===== config.mk =====
export PLATFORM = sky130hd
export DESIGN_NAME = deck_control_link_client_flat
export DESIGN_NICKNAME = d
export VERILOG_FILES = /design/src/rtl/dclc_pkg.sv /design/src/rtl/dclc_chan_if.sv /design/src/rtl/dclc_front.sv /design/src/rtl/dclc_queue.sv /design/src/rtl/dclc_back.sv /design/src/rtl/deck_control_link_client.sv /design/src/flat_wrapper.sv
export SDC_FILE = /design/constraint.sdc
export NUM_CORES = 1
export LEC_CHECK = 0
export BUFFER_PORTS_ARGS = -buffer_cell sky130_fd_sc_hd__buf_2
export CAP_MARGIN = 25
export CORE_MARGIN = 8
export CORE_UTILIZATION = 35
export DETAILED_ROUTE_END_ITERATION = 16
export PLACE_DENSITY_LB_ADDON = 0.12
export SKIP_LAST_GASP = 1
export SYNTH_ARGS = -nofsm -noshare
export SYNTH_HDL_FRONTEND = slang
export SYNTH_SLANG_ARGS = --single-unit
export TNS_END_PERCENT = 30

===== constraint.sdc =====
create_clock -name clk -period 8.45 [get_ports clk]
set_input_delay 1.69 -clock clk [delete_from_list [all_inputs] [get_ports clk]]
set_output_delay 1.69 -clock clk [all_outputs]
set_load 0.03 [all_outputs]

===== src/rtl/dclc_pkg.sv =====
package dclc_pkg;

    // Item kinds on the input channel.
    localparam logic CMD_RX   = 1'b0;
    localparam logic CMD_SEND = 1'b1;

    // Transport operation codes. Codes 6 and 7 carry no meaning and are ignored.
    localparam logic [2:0] OP_PLAY   = 3'd0;
    localparam logic [2:0] OP_RECORD = 3'd1;
    localparam logic [2:0] OP_FFWD   = 3'd2;
    localparam logic [2:0] OP_REWIND = 3'd3;
    localparam logic [2:0] OP_STOP   = 3'd4;
    localparam logic [2:0] OP_STATUS = 3'd5;

    // Reply classes of a good received frame.
    localparam logic [1:0] KIND_STATUS = 2'd0;
    localparam logic [1:0] KIND_ACK    = 2'd1;
    localparam logic [1:0] KIND_NACK   = 2'd2;
    localparam logic [1:0] KIND_OTHER  = 2'd3;

    // Frame identifiers made of the first two received bytes.
    localparam logic [15:0] ID_STATUS = 16'h7920;
    localparam logic [15:0] ID_ACK    = 16'h1001;
    localparam logic [15:0] ID_NACK   = 16'h1112;

    // Outgoing command bytes.
    localparam logic [7:0] TRANSPORT_HDR = 8'h20;
    localparam logic [7:0] CODE_PLAY     = 8'h01;
    localparam logic [7:0] CODE_RECORD   = 8'h02;
    localparam logic [7:0] CODE_FFWD     = 8'h10;
    localparam logic [7:0] CODE_REWIND   = 8'h20;
    localparam logic [7:0] CODE_STOP     = 8'h00;
    localparam logic [7:0] STATUS_B0     = 8'h61;
    localparam logic [7:0] STATUS_B1     = 8'h20;
    localparam logic [7:0] STATUS_B2     = 8'h09;
    localparam logic [7:0] STATUS_SUM    = 8'(STATUS_B0 + STATUS_B1 + STATUS_B2);

    // Receive store: a frame always ends by byte 17.
    localparam int FRAME_LIMIT = 18;
    localparam int IDX_W       = 5;

    // Depth of the request queue between front and back; a power of two.
    localparam int QUEUE_DEPTH = 2;

    typedef struct packed {
        logic       cmd;
        logic [7:0] rx_byte;
        logic [2:0] transport_op;
    } item_t;

    typedef struct packed {
        logic        tx_valid;
        logic [7:0]  tx_byte;
        logic        tx_last;
        logic        frame_end;
        logic        checksum_bad;
        logic [1:0]  reply_kind;
        logic [7:0]  nack_code;
        logic [12:0] deck_flags;
        logic        status_updated;
        logic        tx_ready;
        logic        cmd_refused;
    } result_t;

    // One classified request, as handed from the front to the back.
    typedef struct packed {
        logic        is_send;
        logic [2:0]  op;
        logic        frame_end;
        logic        checksum_bad;
        logic [1:0]  reply_kind;
        logic [7:0]  nack_code;
        logic [12:0] deck_flags;
        logic        status_updated;
        logic        tx_ready;
        logic        cmd_refused;
    } desc_t;

    typedef struct packed {
        logic full;
        logic empty;
    } q_status_t;

endpackage


===== src/rtl/dclc_chan_if.sv =====
interface dclc_chan_if #(
    parameter type payload_t = logic
);
    logic     valid;
    logic     ready;
    payload_t payload;

    modport source (output valid, output payload, input ready);
    modport sink   (input valid, input payload, output ready);
endinterface


===== src/rtl/dclc_front.sv =====
module dclc_front (
    input  logic               clk,
    input  logic               rst_n,
    dclc_chan_if.sink          item_ch,
    input  dclc_pkg::q_status_t q_st,
    output logic               push,
    output dclc_pkg::desc_t    desc
);
    import dclc_pkg::*;

    logic [IDX_W-1:0] byte_index_reg, byte_index_next;
    logic [IDX_W-1:0] checksum_index_reg, checksum_index_next;
    logic [7:0]       running_sum_reg, running_sum_next;
    logic [7:0]       last_status_sum_reg, last_status_sum_next;
    logic [12:0]      flag_bits_reg, flag_bits_next;
    logic             pending_reg, pending_next;
    logic [7:0]       hdr_reg [5];
    logic [7:0]       hdr_next [5];
    logic [7:0]       b10_reg, b10_next;

    item_t            item;
    logic             accept;
    logic [7:0]       v;
    logic [IDX_W-1:0] cks_idx_eff;
    logic [7:0]       sum_eff;
    logic [7:0]       b2_eff, b3_eff, b4_eff, b10_eff;
    logic [15:0]      frame_id;

    function automatic logic [12:0] decode_flags(input logic [7:0] b2, input logic [7:0] b3,
                                                 input logic [7:0] b4, input logic [7:0] b10);
        logic [12:0] f;
        f = {b10[4], b10[5], b4[1], b4[2], b4[4], b2[0], b2[5],
             b3[7], b3[5], b3[3], b3[2], b3[1], b3[0]};
        return f;
    endfunction

    assign item          = item_ch.payload;
    assign item_ch.ready = !q_st.full;
    assign accept        = item_ch.valid && !q_st.full;
    assign push          = accept;
    assign v             = item.rx_byte;

    // The byte being taken is written ahead of any read of the store.
    assign cks_idx_eff = (byte_index_reg == '0) ? (IDX_W'(v[3:0]) + IDX_W'(2))
                                                : checksum_index_reg;
    assign sum_eff  = (byte_index_reg == '0) ? 8'd0 : running_sum_reg;
    assign b2_eff   = (byte_index_reg == IDX_W'(2))  ? v : hdr_reg[2];
    assign b3_eff   = (byte_index_reg == IDX_W'(3))  ? v : hdr_reg[3];
    assign b4_eff   = (byte_index_reg == IDX_W'(4))  ? v : hdr_reg[4];
    assign b10_eff  = (byte_index_reg == IDX_W'(10)) ? v : b10_reg;
    assign frame_id = {hdr_reg[0], hdr_reg[1]};

    always_comb
    begin
        byte_index_next      = byte_index_reg;
        checksum_index_next  = checksum_index_reg;
        running_sum_next     = running_sum_reg;
        last_status_sum_next = last_status_sum_reg;
        flag_bits_next       = flag_bits_reg;
        pending_next         = pending_reg;
        for (int k = 0; k < 5; k++)
        begin
            hdr_next[k] = hdr_reg[k];
        end
        b10_next = b10_reg;

        desc            = '0;
        desc.op         = item.transport_op;
        desc.deck_flags = flag_bits_reg;
        desc.tx_ready   = !pending_reg;

        if (accept)
        begin
            if (item.cmd == CMD_RX)
            begin
                if (byte_index_reg >= IDX_W'(FRAME_LIMIT))
                begin
                    byte_index_next = '0;
                    pending_next    = 1'b0;
                end
                else
                begin
                    for (int k = 0; k < 5; k++)
                    begin
                        if (byte_index_reg == IDX_W'(k))
                        begin
                            hdr_next[k] = v;
                        end
                    end
                    if (byte_index_reg == IDX_W'(10))
                    begin
                        b10_next = v;
                    end
                    if (byte_index_reg == '0)
                    begin
                        checksum_index_next = cks_idx_eff;
                    end

                    if (byte_index_reg == cks_idx_eff)
                    begin
                        desc.frame_end = 1'b1;
                        if (sum_eff == v)
                        begin
                            if (frame_id == ID_STATUS)
                            begin
                                desc.reply_kind = KIND_STATUS;
                                if (sum_eff != last_status_sum_reg)
                                begin
                                    last_status_sum_next = sum_eff;
                                    flag_bits_next = decode_flags(b2_eff, b3_eff,
                                                                  b4_eff, b10_eff);
                                    desc.status_updated = 1'b1;
                                end
                            end
                            else if (frame_id == ID_ACK)
                            begin
                                desc.reply_kind = KIND_ACK;
                            end
                            else if (frame_id == ID_NACK)
                            begin
                                desc.reply_kind = KIND_NACK;
                                desc.nack_code  = b2_eff;
                            end
                            else
                            begin
                                desc.reply_kind = KIND_OTHER;
                            end
                        end
                        else
                        begin
                            desc.checksum_bad = 1'b1;
                        end
                        byte_index_next = '0;
                        pending_next    = 1'b0;
                    end
                    else
                    begin
                        running_sum_next = sum_eff + v;
                        byte_index_next  = byte_index_reg + IDX_W'(1);
                    end
                end
                desc.deck_flags = flag_bits_next;
                desc.tx_ready   = !pending_next;
            end
            else
            begin
                case (item.transport_op) inside
                    OP_STATUS:
                    begin
                        desc.is_send  = 1'b1;
                        desc.tx_ready = 1'b0;
                        pending_next  = 1'b1;
                    end
                    OP_PLAY, OP_RECORD, OP_FFWD, OP_REWIND, OP_STOP:
                    begin
                        if (pending_reg)
                        begin
                            desc.cmd_refused = 1'b1;
                        end
                        else
                        begin
                            desc.is_send  = 1'b1;
                            desc.tx_ready = 1'b0;
                            pending_next  = 1'b1;
                        end
                    end
                    default:
                    begin
                        desc.tx_ready = !pending_reg;
                    end
                endcase
            end
        end
    end

    always_ff @(posedge clk or negedge rst_n)
    begin
        if (!rst_n)
        begin
            byte_index_reg      <= '0;
            checksum_index_reg  <= '0;
            running_sum_reg     <= '0;
            last_status_sum_reg <= '0;
            flag_bits_reg       <= '0;
            pending_reg         <= 1'b0;
        end
        else
        begin
            byte_index_reg      <= byte_index_next;
            checksum_index_reg  <= checksum_index_next;
            running_sum_reg     <= running_sum_next;
            last_status_sum_reg <= last_status_sum_next;
            flag_bits_reg       <= flag_bits_next;
            pending_reg         <= pending_next;
        end
    end

    always_ff @(posedge clk)
    begin
        for (int k = 0; k < 5; k++)
        begin
            hdr_reg[k] <= hdr_next[k];
        end
        b10_reg <= b10_next;
    end

endmodule


===== src/rtl/dclc_queue.sv =====
module dclc_queue (
    input  logic                clk,
    input  logic                rst_n,
    input  logic                push,
    input  dclc_pkg::desc_t     push_desc,
    input  logic                pop,
    output dclc_pkg::desc_t     head_desc,
    output dclc_pkg::q_status_t q_st
);
    import dclc_pkg::*;

    localparam int PTR_W = (QUEUE_DEPTH > 1) ? $clog2(QUEUE_DEPTH) : 1;

    desc_t            mem_reg [QUEUE_DEPTH];
    logic [PTR_W-1:0] wr_ptr_reg, wr_ptr_next;
    logic [PTR_W-1:0] rd_ptr_reg, rd_ptr_next;
    logic [PTR_W:0]   count_reg, count_next;
    logic             do_push, do_pop;

    assign q_st.full  = (count_reg == (PTR_W+1)'(QUEUE_DEPTH));
    assign q_st.empty = (count_reg == '0);
    assign do_push    = push && !q_st.full;
    assign do_pop     = pop && !q_st.empty;
    assign head_desc  = mem_reg[rd_ptr_reg];

    always_comb
    begin
        wr_ptr_next = do_push ? wr_ptr_reg + PTR_W'(1) : wr_ptr_reg;
        rd_ptr_next = do_pop  ? rd_ptr_reg + PTR_W'(1) : rd_ptr_reg;
        count_next  = count_reg;
        if (do_push && !do_pop)
        begin
            count_next = count_reg + (PTR_W+1)'(1);
        end
        else if (do_pop && !do_push)
        begin
            count_next = count_reg - (PTR_W+1)'(1);
        end
    end

    always_ff @(posedge clk or negedge rst_n)
    begin
        if (!rst_n)
        begin
            wr_ptr_reg <= '0;
            rd_ptr_reg <= '0;
            count_reg  <= '0;
        end
        else
        begin
            wr_ptr_reg <= wr_ptr_next;
            rd_ptr_reg <= rd_ptr_next;
            count_reg  <= count_next;
        end
    end

    always_ff @(posedge clk)
    begin
        if (do_push)
        begin
            mem_reg[wr_ptr_reg] <= push_desc;
        end
    end

endmodule


===== src/rtl/dclc_back.sv =====
module dclc_back (
    input  logic                clk,
    input  logic                rst_n,
    input  dclc_pkg::desc_t     head_desc,
    input  dclc_pkg::q_status_t q_st,
    output logic                pop,
    dclc_chan_if.source         result_ch
);
    import dclc_pkg::*;

    logic       out_valid_reg, out_valid_next;
    result_t    out_reg, out_next;
    logic [1:0] cnt_reg, cnt_next;
    logic       load;
    logic       last;
    result_t    res;

    function automatic logic [7:0] transport_code(input logic [2:0] op);
        logic [7:0] c;
        case (op)
            OP_PLAY:   c = CODE_PLAY;
            OP_RECORD: c = CODE_RECORD;
            OP_FFWD:   c = CODE_FFWD;
            OP_REWIND: c = CODE_REWIND;
            default:   c = CODE_STOP;
        endcase
        return c;
    endfunction

    function automatic logic [7:0] frame_byte(input logic [2:0] op, input logic [1:0] idx);
        logic [7:0] b;
        if (op == OP_STATUS)
        begin
            case (idx)
                2'd0:    b = STATUS_B0;
                2'd1:    b = STATUS_B1;
                2'd2:    b = STATUS_B2;
                default: b = STATUS_SUM;
            endcase
        end
        else
        begin
            case (idx)
                2'd0:    b = TRANSPORT_HDR;
                2'd1:    b = transport_code(op);
                default: b = TRANSPORT_HDR + transport_code(op);
            endcase
        end
        return b;
    endfunction

    assign last = !head_desc.is_send ||
                  (cnt_reg == ((head_desc.op == OP_STATUS) ? 2'd3 : 2'd2));

    always_comb
    begin
        res                = '0;
        res.tx_valid       = head_desc.is_send;
        res.tx_byte        = head_desc.is_send ? frame_byte(head_desc.op, cnt_reg) : 8'd0;
        res.tx_last        = last;
        res.frame_end      = head_desc.frame_end;
        res.checksum_bad   = head_desc.checksum_bad;
        res.reply_kind     = head_desc.reply_kind;
        res.nack_code      = head_desc.nack_code;
        res.deck_flags     = head_desc.deck_flags;
        res.status_updated = head_desc.status_updated;
        res.tx_ready       = head_desc.tx_ready;
        res.cmd_refused    = head_desc.cmd_refused;
    end

    always_comb
    begin
        load           = !out_valid_reg || result_ch.ready;
        pop            = 1'b0;
        cnt_next       = cnt_reg;
        out_valid_next = out_valid_reg;
        out_next       = out_reg;
        if (load)
        begin
            out_valid_next = !q_st.empty;
            if (!q_st.empty)
            begin
                out_next = res;
                if (last)
                begin
                    pop      = 1'b1;
                    cnt_next = 2'd0;
                end
                else
                begin
                    cnt_next = cnt_reg + 2'd1;
                end
            end
        end
    end

    always_ff @(posedge clk or negedge rst_n)
    begin
        if (!rst_n)
        begin
            out_valid_reg <= 1'b0;
            cnt_reg       <= 2'd0;
        end
        else
        begin
            out_valid_reg <= out_valid_next;
            cnt_reg       <= cnt_next;
        end
    end

    always_ff @(posedge clk)
    begin
        out_reg <= out_next;
    end

    assign result_ch.valid   = out_valid_reg;
    assign result_ch.payload = out_reg;

endmodule


===== src/rtl/deck_control_link_client.sv =====
// Channel     Role    Payload                   Moves
// item_ch     sink    dclc_pkg::item_t          one received link byte or one send request
// result_ch   source  dclc_pkg::result_t        one result per cycle unless stalled, several per send
//
// A request is taken in the cycle it is offered whenever the two-entry queue between the
// front and the back has room, so received bytes flow at one request per cycle unless the
// result channel stalls. A received byte or a refused or ignored command gives one result;
// a transport command gives three results and a status request four, so the back stays on
// a send until its last byte is out, one result per unstalled cycle from its output register.
// Reset is asynchronous and clears the framer, the pending flag and all valid state at
// once; there is no clearing pass. A stalled result channel holds the output register
// while the front keeps accepting until the queue is full.
module deck_control_link_client (
    input  logic      clk,
    input  logic      rst_n,
    dclc_chan_if.sink   item_ch,
    dclc_chan_if.source result_ch
);
    import dclc_pkg::*;

    logic      q_push;
    logic      q_pop;
    desc_t     push_desc;
    desc_t     head_desc;
    q_status_t q_st;

    // The front classifies each request and updates the framer and link state.
    dclc_front u_front (
        .clk     (clk),
        .rst_n   (rst_n),
        .item_ch (item_ch),
        .q_st    (q_st),
        .push    (q_push),
        .desc    (push_desc)
    );

    // The queue decouples classification from result generation.
    dclc_queue u_queue (
        .clk       (clk),
        .rst_n     (rst_n),
        .push      (q_push),
        .push_desc (push_desc),
        .pop       (q_pop),
        .head_desc (head_desc),
        .q_st      (q_st)
    );

    // The back expands sends into their bytes and drives the output register.
    dclc_back u_back (
        .clk       (clk),
        .rst_n     (rst_n),
        .head_desc (head_desc),
        .q_st      (q_st),
        .pop       (q_pop),
        .result_ch (result_ch)
    );

    // The front must never push into a full queue.
    a_no_overflow: assert property (@(posedge clk) disable iff (!rst_n)
        q_push |-> !q_st.full)
        else $error("request pushed into a full queue");

    // The back must never pop an empty queue.
    a_no_underflow: assert property (@(posedge clk) disable iff (!rst_n)
        q_pop |-> !q_st.empty)
        else $error("request popped from an empty queue");

    // A result that carries no byte is always the only result of its request.
    a_single_last: assert property (@(posedge clk) disable iff (!rst_n)
        (result_ch.valid && !result_ch.payload.tx_valid) |-> result_ch.payload.tx_last)
        else $error("byte-less result not marked last");

    // Transmitted bytes only follow a send, which leaves an answer pending.
    a_send_pending: assert property (@(posedge clk) disable iff (!rst_n)
        (result_ch.valid && result_ch.payload.tx_valid) |->
            (!result_ch.payload.tx_ready && !result_ch.payload.frame_end))
        else $error("transmitted byte without pending answer");

endmodule


===== src/flat_wrapper.sv =====
// flat-port wrapper written by rule: the top's interface ports become plain ports
module deck_control_link_client_flat import dclc_pkg::*;
  (clk, rst_n, item_ch_valid, item_ch_payload, item_ch_ready, result_ch_valid, result_ch_payload, result_ch_ready);
  dclc_chan_if #(.payload_t(item_t)) item_ch_i ();
  dclc_chan_if #(.payload_t(result_t)) result_ch_i ();
  input  logic clk;
  input  logic rst_n;
  input wire logic [$bits(item_ch_i.valid)-1:0] item_ch_valid;
  input wire logic [$bits(item_ch_i.payload)-1:0] item_ch_payload;
  output wire logic [$bits(item_ch_i.ready)-1:0] item_ch_ready;
  output wire logic [$bits(result_ch_i.valid)-1:0] result_ch_valid;
  output wire logic [$bits(result_ch_i.payload)-1:0] result_ch_payload;
  input wire logic [$bits(result_ch_i.ready)-1:0] result_ch_ready;
  assign item_ch_i.valid = item_ch_valid;
  assign item_ch_i.payload = item_ch_payload;
  assign item_ch_ready = item_ch_i.ready;
  assign result_ch_valid = result_ch_i.valid;
  assign result_ch_payload = result_ch_i.payload;
  assign result_ch_i.ready = result_ch_ready;
  deck_control_link_client u_core (.clk(clk), .rst_n(rst_n), .item_ch(item_ch_i), .result_ch(result_ch_i));
endmodule

After elaboration in Yosys (flattened, before gate mapping)
Memories as Yosys holds them, arrays and structs flattened. Index checks and enable logic that the tools add are counted.

Flip-flop bits (word level): 91. Memories kept: 2. Output and inout port bits: 40. Memory bits (writable): 104. Input port bits: 16. Logic and storage cells: 166.

Reduce and logical (&&, ||, !) cells: 31. Muxes and demuxes: 70. Bitwise operators: 4. $add $sub $neg: 9. $lt $le $gt $ge: 1. Equality and inequality tests: 25.

Memories: u_core.u_queue.mem_reg (depth 2, width 32, rd ports 1, clocked after memory_dff 0, wr ports 1, line dclc_queue.sv:14) `desc_t mem_reg [QUEUE_DEPTH];`; u_core.u_front.hdr_reg (depth 5, width 8, rd ports 5, clocked after memory_dff 0, wr ports 5, line dclc_front.sv:17) `logic [7:0] hdr_reg [5];`.

Operators with widths (count): 40-bit 2-to-1 mux (3); 8-bit 2-to-1 mux (12); 13-bit 2-to-1 mux (5); 1-bit 2-to-1 mux (33); 16-bit by 13-bit equality test with 1-bit output (second input constant) (2); 28-bit 2-to-1 mux (1); 26-bit 2-to-1 mux (1); 12-bit 2-to-1 mux (2); 6-bit case mux with 4 select lines (1); 8-bit case mux with 3 select lines (1); 16-bit by 15-bit equality test with 1-bit output (second input constant) (1); 8-bit case mux with 2 select lines (1); 5-bit 2-to-1 mux (3); 3-bit by 2-bit equality test with 1-bit output (second input constant) (4); 4-bit AND reduction (3); 5-bit by 2-bit equality test with 1-bit output (second input constant) (2); 10-bit 2-to-1 mux (1); 2-bit 2-to-1 mux (5); 3-bit equality test (second input constant) (3); 6-bit by 8-bit adder with 8-bit output (first input constant) (1); 8-bit adder (1); 8-bit equality test (1); 1-bit logical NOT (8); 8-bit inequality test (1); 28 further kinds (44).

Logic depth before layout (Yosys ltp)
Gate-level depths: netlist (run 1). An unclocked memory read counts as a cell.

Depth after elaboration: 12. Mapped depth: 14. Gate-level depth less buffers: 13.

Modules after synthesis
A second synthesis (run 1) with hierarchy kept.

Cell total of the unflattened synthesis: 548. Area, all modules: 8413.1 µm².

By module, submodules not included: dclc_front (cells each 342, area each 4229.1 µm², instances 1, sequential area each 2052.0 µm²); dclc_queue (cells each 119, area each 2658.8 µm², instances 1, sequential area each 2021.9 µm²); dclc_back (cells each 87, area each 1525.2 µm², instances 1, sequential area each 1186.1 µm²).

Worst setup path before layout (run 1)
Ideal clock, no wire load.

Kind: input to register. From: input port item_ch_valid. To: memory u_core.u_queue.mem_reg[0][3] in the netlist's numbering, data pin. Arrival: 3851 ps. Slack: 4337 ps. Setup time: 262 ps. Stages: 9. Path buffers: 1. Data required time: 8188 ps. Cells stage by stage: nand2_1 nor2_1 nand2_1 inv_1 nand4_1 nor4_4 o2111ai_4 buf_6 mux2_4.

RTL lines: start, declared (line flat_wrapper.sv:8) `input wire logic [$bits(item_ch_i.valid)-1:0] item_ch_valid;`; end, declared (line dclc_queue.sv:14).

==> tab_implementation.tex, run 1 <==
\begin{tabular}{lr}
\hline
Metric & Value \\
\hline
\multicolumn{2}{l}{\textbf{Run status}} \\
Status & complete, no violations \\
\multicolumn{2}{l}{\textbf{Power}} \\
Max VDD drop & between 0.1 and 0.15 mV \\
Total leakage power & 0.003636 uW \\
Power density over the cells & about 350 nW/um2 \\
\multicolumn{2}{l}{\textbf{Placement}} \\
Worst slack at placement & $\sim$3.4 ns \\
Routability congestion estimate from global placement & 0.8112 \\
Detailed Place HPWL & 10760 um \\
Inst Count DP & slightly below 900 \\
Port Buf Inserts & between 50 and 60 \\
\multicolumn{2}{l}{\textbf{CTS}} \\
Number of cells upsized or downsized after cts & 0 \\
Deepest clock path buffer count & 2 \\
Inserted Clock Buffers & 17 \\
Hold buffer count at CTS & 0 \\
Clock latency reported for the late side of the worst-skew pair & 0.42 ns \\
TritonCTS clock tree & yes \\
Clock H-tree levels & 4 \\
Number of sinks handled by clock tree synthesis & about 180 \\
Library cell used as clock root buffer & sky130\_fd\_sc\_hd\_\_clkbuf\_16 \\
Clock transition at the register clock pins on the worst setup and hold paths after CTS & 0.07 ns \\
Buffer count from post-CTS setup fixing & 0 \\
\multicolumn{2}{l}{\textbf{Synth}} \\
Synthesized net count & roughly 570 \\
YS warnings & 0 \\
Share of the yosys chip area belonging to registers & 0.6484 \\
Async S/R FF share, synth & 0.2568 \\
Gate Count Post-Synth & about 540 \\
Number of distinct library cells after synthesis & 59 \\
Mean instance size in the synthesized netlist & between 15 and 20 um2 \\
Count of state elements after synthesis & 183 \\
Dominant register cell in the synthesized netlist & sky130\_fd\_sc\_hd\_\_edfxtp\_1 \\
EDFF count, synth & 136 \\
Post-synthesis instance area & approximately 8000 um2 \\
\multicolumn{2}{l}{\textbf{Critical path}} \\
Critical Path Stages & 10 \\
Critical path's top delay family & simple AND/OR/NAND/NOR gates \\
Critical path data arrival time & about 4.8 ns \\
Launching element type of the critical path & input port \\
FF-to-FF Start & u\_core.u\_front.byte\_index\_reg[0]\$\_DFFE\_PN0P\_ \\
Origin of the worst setup path & item\_ch\_valid \\
Critical-path maximum fanout & 35 \\
End point of the critical path & u\_core.u\_queue.mem\_reg[0][12]\$\_DFFE\_PP\_ \\
Bufs and invs on worst path & 3 \\
Critical path cell sequence & buf\_2 > nand2\_1 > nor2\_1 > nand2\_1 > inv\_1 > nand4\_1 > nor4\_4 > o2111ai\_4 > buf\_4 > mux2\_4 \\
Category of the most critical setup path & input port to register \\
Reg2Reg Setup Slack & 4.44 ns \\
Data required time at the worst endpoint & roughly 8.6 ns \\
Sort of element at the end of the critical path & register \\
RR Endpoint & u\_core.u\_queue.mem\_reg[0][12]\$\_DFFE\_PP\_ \\
Crit path largest cell delay & roughly 0.70 ns \\
Crit path max-delay cell type & sky130\_fd\_sc\_hd\_\_inv\_1 \\
Reg2reg path depth & 10 \\
Cell repeated most along the worst path & sky130\_fd\_sc\_hd\_\_nand2\_1 \\
\multicolumn{2}{l}{\textbf{STA}} \\
Transition time at the pin with the least slew margin & $\sim$0.97 ns \\
Final worst setup slack & 3.827 ns \\
Share of the clock period used by the worst path after layout & 0.5471 \\
Tmin final & 4.623 ns \\
Number of pins exceeding their max-slew limit in the final report & 0 \\
Final setup fails & 0 \\
Unrepaired setup endpoints after global routing & no \\
Hold Worst Slack & about 0.5 ns \\
Achievable clock frequency & between 200 and 250 MHz \\
Final hold violation count & 0 \\
Relative slew margins & 0.3543 \\
Final setup skew & about 0.012 ns \\
Sum of negative setup slack & 0 ns \\
\multicolumn{2}{l}{\textbf{Drt}} \\
Number of vias per cell after detailed routing & 4.905 \\
Iter 0 DRT Violations & 316 \\
DRC viols & 0 \\
Total via count after detailed routing & between 4000 and 5000 \\
Detailed-route wire length per cell & around 18 um \\
Residual antenna-violating net count after detailed routing & 0 \\
Pre-Repair DR Iteration Count & 4 \\
Total wirelength of the detailed-routed design & around 16000 um \\
\multicolumn{2}{l}{\textbf{Floorplanning}} \\
Initial Util & 0.3572 \\
Die area & around 28000 um2 \\
Overall die width & 168.2 um \\
Num rows & between 50 and 60 \\
Core region area & around 23000 um2 \\
Die height & around 170 um \\
Number of top-level pins & between 50 and 60 \\
\multicolumn{2}{l}{\textbf{Finish}} \\
Layout overhead on the synthesized area & 14.96\% \\
Max reg flops & 64 \\
Most common library cell in the layout ignoring fill and taps & sky130\_fd\_sc\_hd\_\_edfxtp\_1 \\
Final core occ & 0.4107 \\
Number of inserted diodes & 0 \\
Cell Count, Final, Fillers Out & 901 \\
Layout cell share with drive strength beyond 1 & 0.3084 \\
Final Net Count & about 640 \\
Highest-count cells in the layout ignoring fill and taps & 136 x sky130\_fd\_sc\_hd\_\_edfxtp\_1, 61 x sky130\_fd\_sc\_hd\_\_mux2\_2, 54 x sky130\_fd\_sc\_hd\_\_buf\_2 \\
\multicolumn{2}{l}{\textbf{Flow run}} \\
Max-capacitance violation count & 0 \\
\multicolumn{2}{l}{\textbf{Global routing}} \\
Total GRT Usage & 0.1181 \\
Largest net degree at the start of global routing & 48 \\
Initial antenna violation count & 0 \\
Global-route wire length before repair & 26050 um \\
Number of global-route vias before repair & 4685 \\
GR Overflow Total & 0 \\
\multicolumn{2}{l}{\textbf{Min path}} \\
Worst Hold Class & register to register \\
\hline
\end{tabular}
[through the flow]
step,power (uW),instance area (um2)
after floorplan,2193,8113
after global placement,2490,8705
after detailed placement,2504,8716
after CTS,3333,9326
after global routing,3489,9326
final,3281,9326
[cells by family after synthesis]
logic type / after synthesis / synth area share
xor gates and xnor gates: 20 / 0.02159
AOI/OAI and AO/OA: 53 / 0.04596
buffers and inverters: 33 / 0.01866
and+or+nand+nor: 137 / 0.09485
adders and majority gates: 18 / 0.02869
DFF: 183 / 0.6484
muxes: 93 / 0.1414
other: 1 / 0.0004622
[cell usage after synthesis (4+ instances only)]
cell	instances	area, um2
sky130_fd_sc_hd__mux2i_1	4	40.04
sky130_fd_sc_hd__and3_1	5	31.28
sky130_fd_sc_hd__nand3_1	11	55.05
sky130_fd_sc_hd__nand2_1	20	75.07
sky130_fd_sc_hd__nand2b_1	5	31.28
sky130_fd_sc_hd__xnor2_1	15	131.4
sky130_fd_sc_hd__o32ai_1	4	35.03
sky130_fd_sc_hd__nor2b_1	15	93.84
sky130_fd_sc_hd__nor3_1	12	60.06
sky130_fd_sc_hd__nor4bb_1	5	50.05
sky130_fd_sc_hd__edfxtp_1	136	4084
sky130_fd_sc_hd__dfrtp_1	47	1176
sky130_fd_sc_hd__a21oi_1	7	35.03
sky130_fd_sc_hd__and2_1	11	68.82
sky130_fd_sc_hd__ha_1	17	212.7
sky130_fd_sc_hd__o21ai_0	16	80.08
sky130_fd_sc_hd__nor2_1	32	120.1
sky130_fd_sc_hd__xor2_1	5	43.79
sky130_fd_sc_hd__mux2_2	61	686.9
sky130_fd_sc_hd__inv_1	18	67.56
sky130_fd_sc_hd__mux2_4	28	420.4
sky130_fd_sc_hd__nand3b_1	4	30.03
sky130_fd_sc_hd__clkbuf_1	9	33.78
[power breakdown]
part	leakage, uW	switching, uW	internal [uW]	total [uW]
registers	0.00190	110	1260	1370
clock network	0.000300	338	478	816
logic	0.00143	687	405	1090
[worst min path at each step]
stage | start | endpoint | cells past startpoint
2_1_floorplan | u_core.u_queue.wr_ptr_reg$_DFFE_PN0P_ | u_core.u_queue.wr_ptr_reg$_DFFE_PN0P_ | 1
3_3_place_gp | u_core.u_back.result_ch.valid$_DFFE_PN0N_ | u_core.u_back.result_ch.valid$_DFFE_PN0N_ | 2
3_5_place_dp | u_core.u_front.running_sum_reg[5]$_DFFE_PN0P_ | u_core.u_front.running_sum_reg[5]$_DFFE_PN0P_ | 1
4_1_cts | u_core.u_front.running_sum_reg[5]$_DFFE_PN0P_ | u_core.u_front.running_sum_reg[5]$_DFFE_PN0P_ | 1
5_1_grt | u_core.u_front.flag_bits_reg[0]$_DFFE_PN0P_ | u_core.u_front.flag_bits_reg[0]$_DFFE_PN0P_ | 1
6_report | u_core.u_front.running_sum_reg[5]$_DFFE_PN0P_ | u_core.u_front.running_sum_reg[5]$_DFFE_PN0P_ | 1
[cell type report]
type | count | area (um2)
clock buffers | 19 | 442.9
clock inverters | 13 | 167.7
fillers | 2089 | 13380
inverters | 18 | 67.56
multi-input cells | 322 | 2705
flip-flops and latches | 183 | 5260
well taps | 285 | 356.6
repair buffers | 61 | 326.6
[metal layers]
layer  vias to the layer above  global-route usage  share of wire
li1                       2147                   -              -
met1                      2198              0.1556           0.48
met2                        61              0.1928           0.48
met3                        13             0.02432          0.031
met4                         0             0.03610          0.011
met5                         -                   0              0
No activity file was read; power rests on OpenSTA's default activity.
==> run 2, diff against run 1 <==
==> constraint.sdc (replaced) <==
create_clock -name clk -period 4.6 [get_ports clk]
set_input_delay 0.92 -clock clk [delete_from_list [all_inputs] [get_ports clk]]
set_output_delay 0.92 -clock clk [all_outputs]
set_load 0.03 [all_outputs]
==> run 2 against run 1 <==
Compared with the run above: wire length grew 0.94%; count of clock-buffer cells in the layout is the same; clock skew shrank 0.0033 ns; first-iteration DRC count shrank 50%; non-clock buffer count grew 4; critical path depth is the same; via count grew 0.77%; core utilization shrank 0.20 points; design area shrank 0.50%.
==> tab_implementation.tex, run 2 (synthesis gave the netlist of run 1 again) <==
\begin{tabular}{lr}
\hline
Metric & Value \\
\hline
\multicolumn{2}{l}{\textbf{Placement}} \\
Worst slack at placement & 0.4865 ns (-2.887 ns) \\
Routability congestion estimate from global placement & 0.8154 (+0.52\%) \\
Detailed Place HPWL & 11040 um (+2.6\%) \\
Inst Count DP & 873 (+0.46\%) \\
Port Buf Inserts & 54 (unchanged) \\
Post-placement cell area & 8742 um2 (+0.30\%) \\
\multicolumn{2}{l}{\textbf{Critical path}} \\
RR Endpoint & u\_core.u\_queue.mem\_reg[1][11]\$\_DFFE\_PP\_ \\
Data required time at the worst endpoint & 4.77 ns (-3.85 ns) \\
Critical-path maximum fanout & 20 (-43\%) \\
Launching element type of the critical path & register \\
Reg2reg path depth & 10 (unchanged) \\
Category of the most critical setup path & register to register \\
Reg2Reg Setup Slack & 0.55 ns (-3.89 ns) \\
Sort of element at the end of the critical path & register \\
Critical path data arrival time & 4.22 ns (-0.57 ns) \\
FF-to-FF Start & u\_core.u\_front.byte\_index\_reg[0]\$\_DFFE\_PN0P\_ \\
Origin of the worst setup path & u\_core.u\_front.byte\_index\_reg[0]\$\_DFFE\_PN0P\_ \\
End point of the critical path & u\_core.u\_queue.mem\_reg[1][11]\$\_DFFE\_PP\_ \\
\multicolumn{2}{l}{\textbf{Drt}} \\
Detailed-route wire length per cell & 17.89 um (+0.61\%) \\
DRC viols & 0 (unchanged) \\
Iter 0 DRT Violations & 158 (-50\%) \\
Pre-Repair DR Iteration Count & 5 (+1) \\
Total wirelength of the detailed-routed design & 16170 um (+0.94\%) \\
Total via count after detailed routing & 4453 (+0.77\%) \\
Number of vias per cell after detailed routing & 4.926 (+0.43\%) \\
Residual antenna-violating net count after detailed routing & 0 (unchanged) \\
\multicolumn{2}{l}{\textbf{Global routing}} \\
Global-route wire length before repair & 25990 um (-0.24\%) \\
GR Overflow Total & 0 (unchanged) \\
Largest net degree at the start of global routing & 48 (unchanged) \\
Number of global-route vias before repair & 4685 (unchanged) \\
Initial antenna violation count & 2 (+2) \\
Total GRT Usage & 0.1200 (+0.001884) \\
\multicolumn{2}{l}{\textbf{STA}} \\
Final hold violation count & 0 (unchanged) \\
Sum of negative setup slack & 0 ns (unchanged) \\
Number of pins exceeding their max-slew limit in the final report & 0 (unchanged) \\
Share of the clock period used by the worst path after layout & 0.8809 \\
Relative slew margins & 0.3105 (-0.04380) \\
Final worst setup slack & 0.5477 ns (-3.280 ns) \\
Tmin final & $\sim$4.1 ns \\
Hold Worst Slack & 0.4946 ns (-0.005440 ns) \\
Final setup fails & 0 (unchanged) \\
Final setup skew & 0.008413 ns (-0.003275 ns) \\
Achievable clock frequency & 246.8 MHz \\
Unrepaired setup endpoints after global routing & no \\
Transition time at the pin with the least slew margin & 1.026 ns (+0.05969 ns) \\
\multicolumn{2}{l}{\textbf{Finish}} \\
Highest-count cells in the layout ignoring fill and taps & 136 x sky130\_fd\_sc\_hd\_\_edfxtp\_1, 61 x sky130\_fd\_sc\_hd\_\_mux2\_2, 54 x sky130\_fd\_sc\_hd\_\_buf\_2 \\
Most common library cell in the layout ignoring fill and taps & sky130\_fd\_sc\_hd\_\_edfxtp\_1 \\
Layout overhead on the synthesized area & 14.39\% \\
Post-route cell area & 9280 um2 (-0.50\%) \\
Final Net Count & 641 (+0.63\%) \\
Number of inserted diodes & 0 (unchanged) \\
Max reg flops & 64 (unchanged) \\
Layout cell share with drive strength beyond 1 & 0.3102 (+0.001736) \\
Cell Count, Final, Fillers Out & 904 (+0.33\%) \\
\multicolumn{2}{l}{\textbf{CTS}} \\
Number of sinks handled by clock tree synthesis & 183 (unchanged) \\
TritonCTS clock tree & yes \\
Clock H-tree levels & 4 (unchanged) \\
Buffer count from post-CTS setup fixing & 0 (unchanged) \\
Hold buffer count at CTS & 0 (unchanged) \\
Inserted Clock Buffers & 17 (unchanged) \\
Clock latency reported for the late side of the worst-skew pair & 0.42 ns (about the same) \\
Clock transition at the register clock pins on the worst setup and hold paths after CTS & 0.06 ns (about the same) \\
Library cell used as clock root buffer & sky130\_fd\_sc\_hd\_\_clkbuf\_16 \\
Number of cells upsized or downsized after cts & 0 (unchanged) \\
Deepest clock path buffer count & 2 (unchanged) \\
\multicolumn{2}{l}{\textbf{Power}} \\
Net switching power of the design & 2070 uW (+82\%) \\
Sequential power share & 0.429 (+0.011) \\
Total leakage power & 0.003617 uW (-0.52\%) \\
Portion of total power attributed to combinational logic & 0.343 (+0.010) \\
Power density over the cells & 634.2 nW/um2 (+80\%) \\
Max VDD drop & 0.2620 mV (+84\%) \\
Share of power burned in the clock network & 0.228 (-0.021) \\
Internal power & 3816 uW (+78\%) \\
Switching power as a share of total power & 0.3516 (+0.005681) \\
\multicolumn{2}{l}{\textbf{Run status}} \\
Status & complete, no violations \\
\multicolumn{2}{l}{\textbf{Flow run}} \\
Max-capacitance violation count & 0 (unchanged) \\
\multicolumn{2}{l}{\textbf{Floorplanning}} \\
Die area & 28310 um2 (unchanged) \\
Initial Util & 0.3572 (unchanged) \\
Overall die width & 168.2 um (unchanged) \\
Core region area & 22710 um2 (unchanged) \\
Number of top-level pins & 56 (unchanged) \\
Num rows & 55 (unchanged) \\
Die height & 168.2 um (unchanged) \\
\multicolumn{2}{l}{\textbf{Min path}} \\
Worst Hold Class & register to register \\
\hline
\end{tabular}
==> run 2: per-stage QoR <==
step	total power, uW	util
global route	6272	0.4087
global placement	4579	0.3850
floorplan	4028	-
CTS	5988	0.4087
finish	5886	0.4087
detailed placement	4615	0.3850
==> run 2: critical path: stages (launching register included) <==
cell                        delay [ns]
sky130_fd_sc_hd__dfrtp_1          0.47
sky130_fd_sc_hd__inv_1            0.12
sky130_fd_sc_hd__ha_1             0.20
sky130_fd_sc_hd__or4b_4           0.58
sky130_fd_sc_hd__and2_1           0.23
sky130_fd_sc_hd__ha_1             0.35
sky130_fd_sc_hd__nor4_1           0.29
sky130_fd_sc_hd__and3_1           0.30
sky130_fd_sc_hd__o2111ai_4        0.52
sky130_fd_sc_hd__buf_4            0.41
sky130_fd_sc_hd__mux2_4           0.31
==> run 2: area by class of cell <==
class | count | area [um2]
repair buffers | 65 | 352.8
clock buffers | 19 | 432.9
clock inverters | 12 | 105.1
flip-flops and latches | 183 | 5260
multi-input cells | 322 | 2705
fillers | 2100 | 13430
inverters | 18 | 67.56
well taps | 285 | 356.6
==> run 2: worst min path at each step <==
stage	start	endpoint	slack, ns	cells past startpoint
4_1_cts	u_core.u_back.result_ch.valid$_DFFE_PN0N_	u_core.u_back.result_ch.valid$_DFFE_PN0N_	0.50	2
3_3_place_gp	u_core.u_back.result_ch.valid$_DFFE_PN0N_	u_core.u_back.result_ch.valid$_DFFE_PN0N_	0.48	2
6_report	u_core.u_back.result_ch.valid$_DFFE_PN0N_	u_core.u_back.result_ch.valid$_DFFE_PN0N_	0.49	2
5_1_grt	u_core.u_front.flag_bits_reg[3]$_DFFE_PN0P_	u_core.u_front.flag_bits_reg[3]$_DFFE_PN0P_	0.52	1
2_1_floorplan	u_core.u_queue.wr_ptr_reg$_DFFE_PN0P_	u_core.u_queue.wr_ptr_reg$_DFFE_PN0P_	0.46	1
3_5_place_dp	u_core.u_back.result_ch.valid$_DFFE_PN0N_	u_core.u_back.result_ch.valid$_DFFE_PN0N_	0.49	2
==> run 2: metal layers <==
layer | wire, um | part of all wire | vias to the layer above | global-route usage
li1 | - | - | 2156 | -
met1 | 7690 | 0.48 | 2201 | 0.1525
met2 | 7693 | 0.48 | 84 | 0.1959
met3 | 643 | 0.040 | 12 | 0.03181
met4 | 143 | 0.0088 | 0 | 0.03960
met5 | 0 | 0 | - | 0
==> run 2: power by group through the flow <==
stage / Clock, uW / Combinational [uW] / Sequential [uW]
global placement: 0 / 2030 / 2550
global route: 1470 / 2220 / 2580
floorplan: 0 / 1220 / 2810
finish: 1340 / 2020 / 2530
detailed placement: 0 / 2050 / 2570
CTS: 1400 / 2060 / 2530
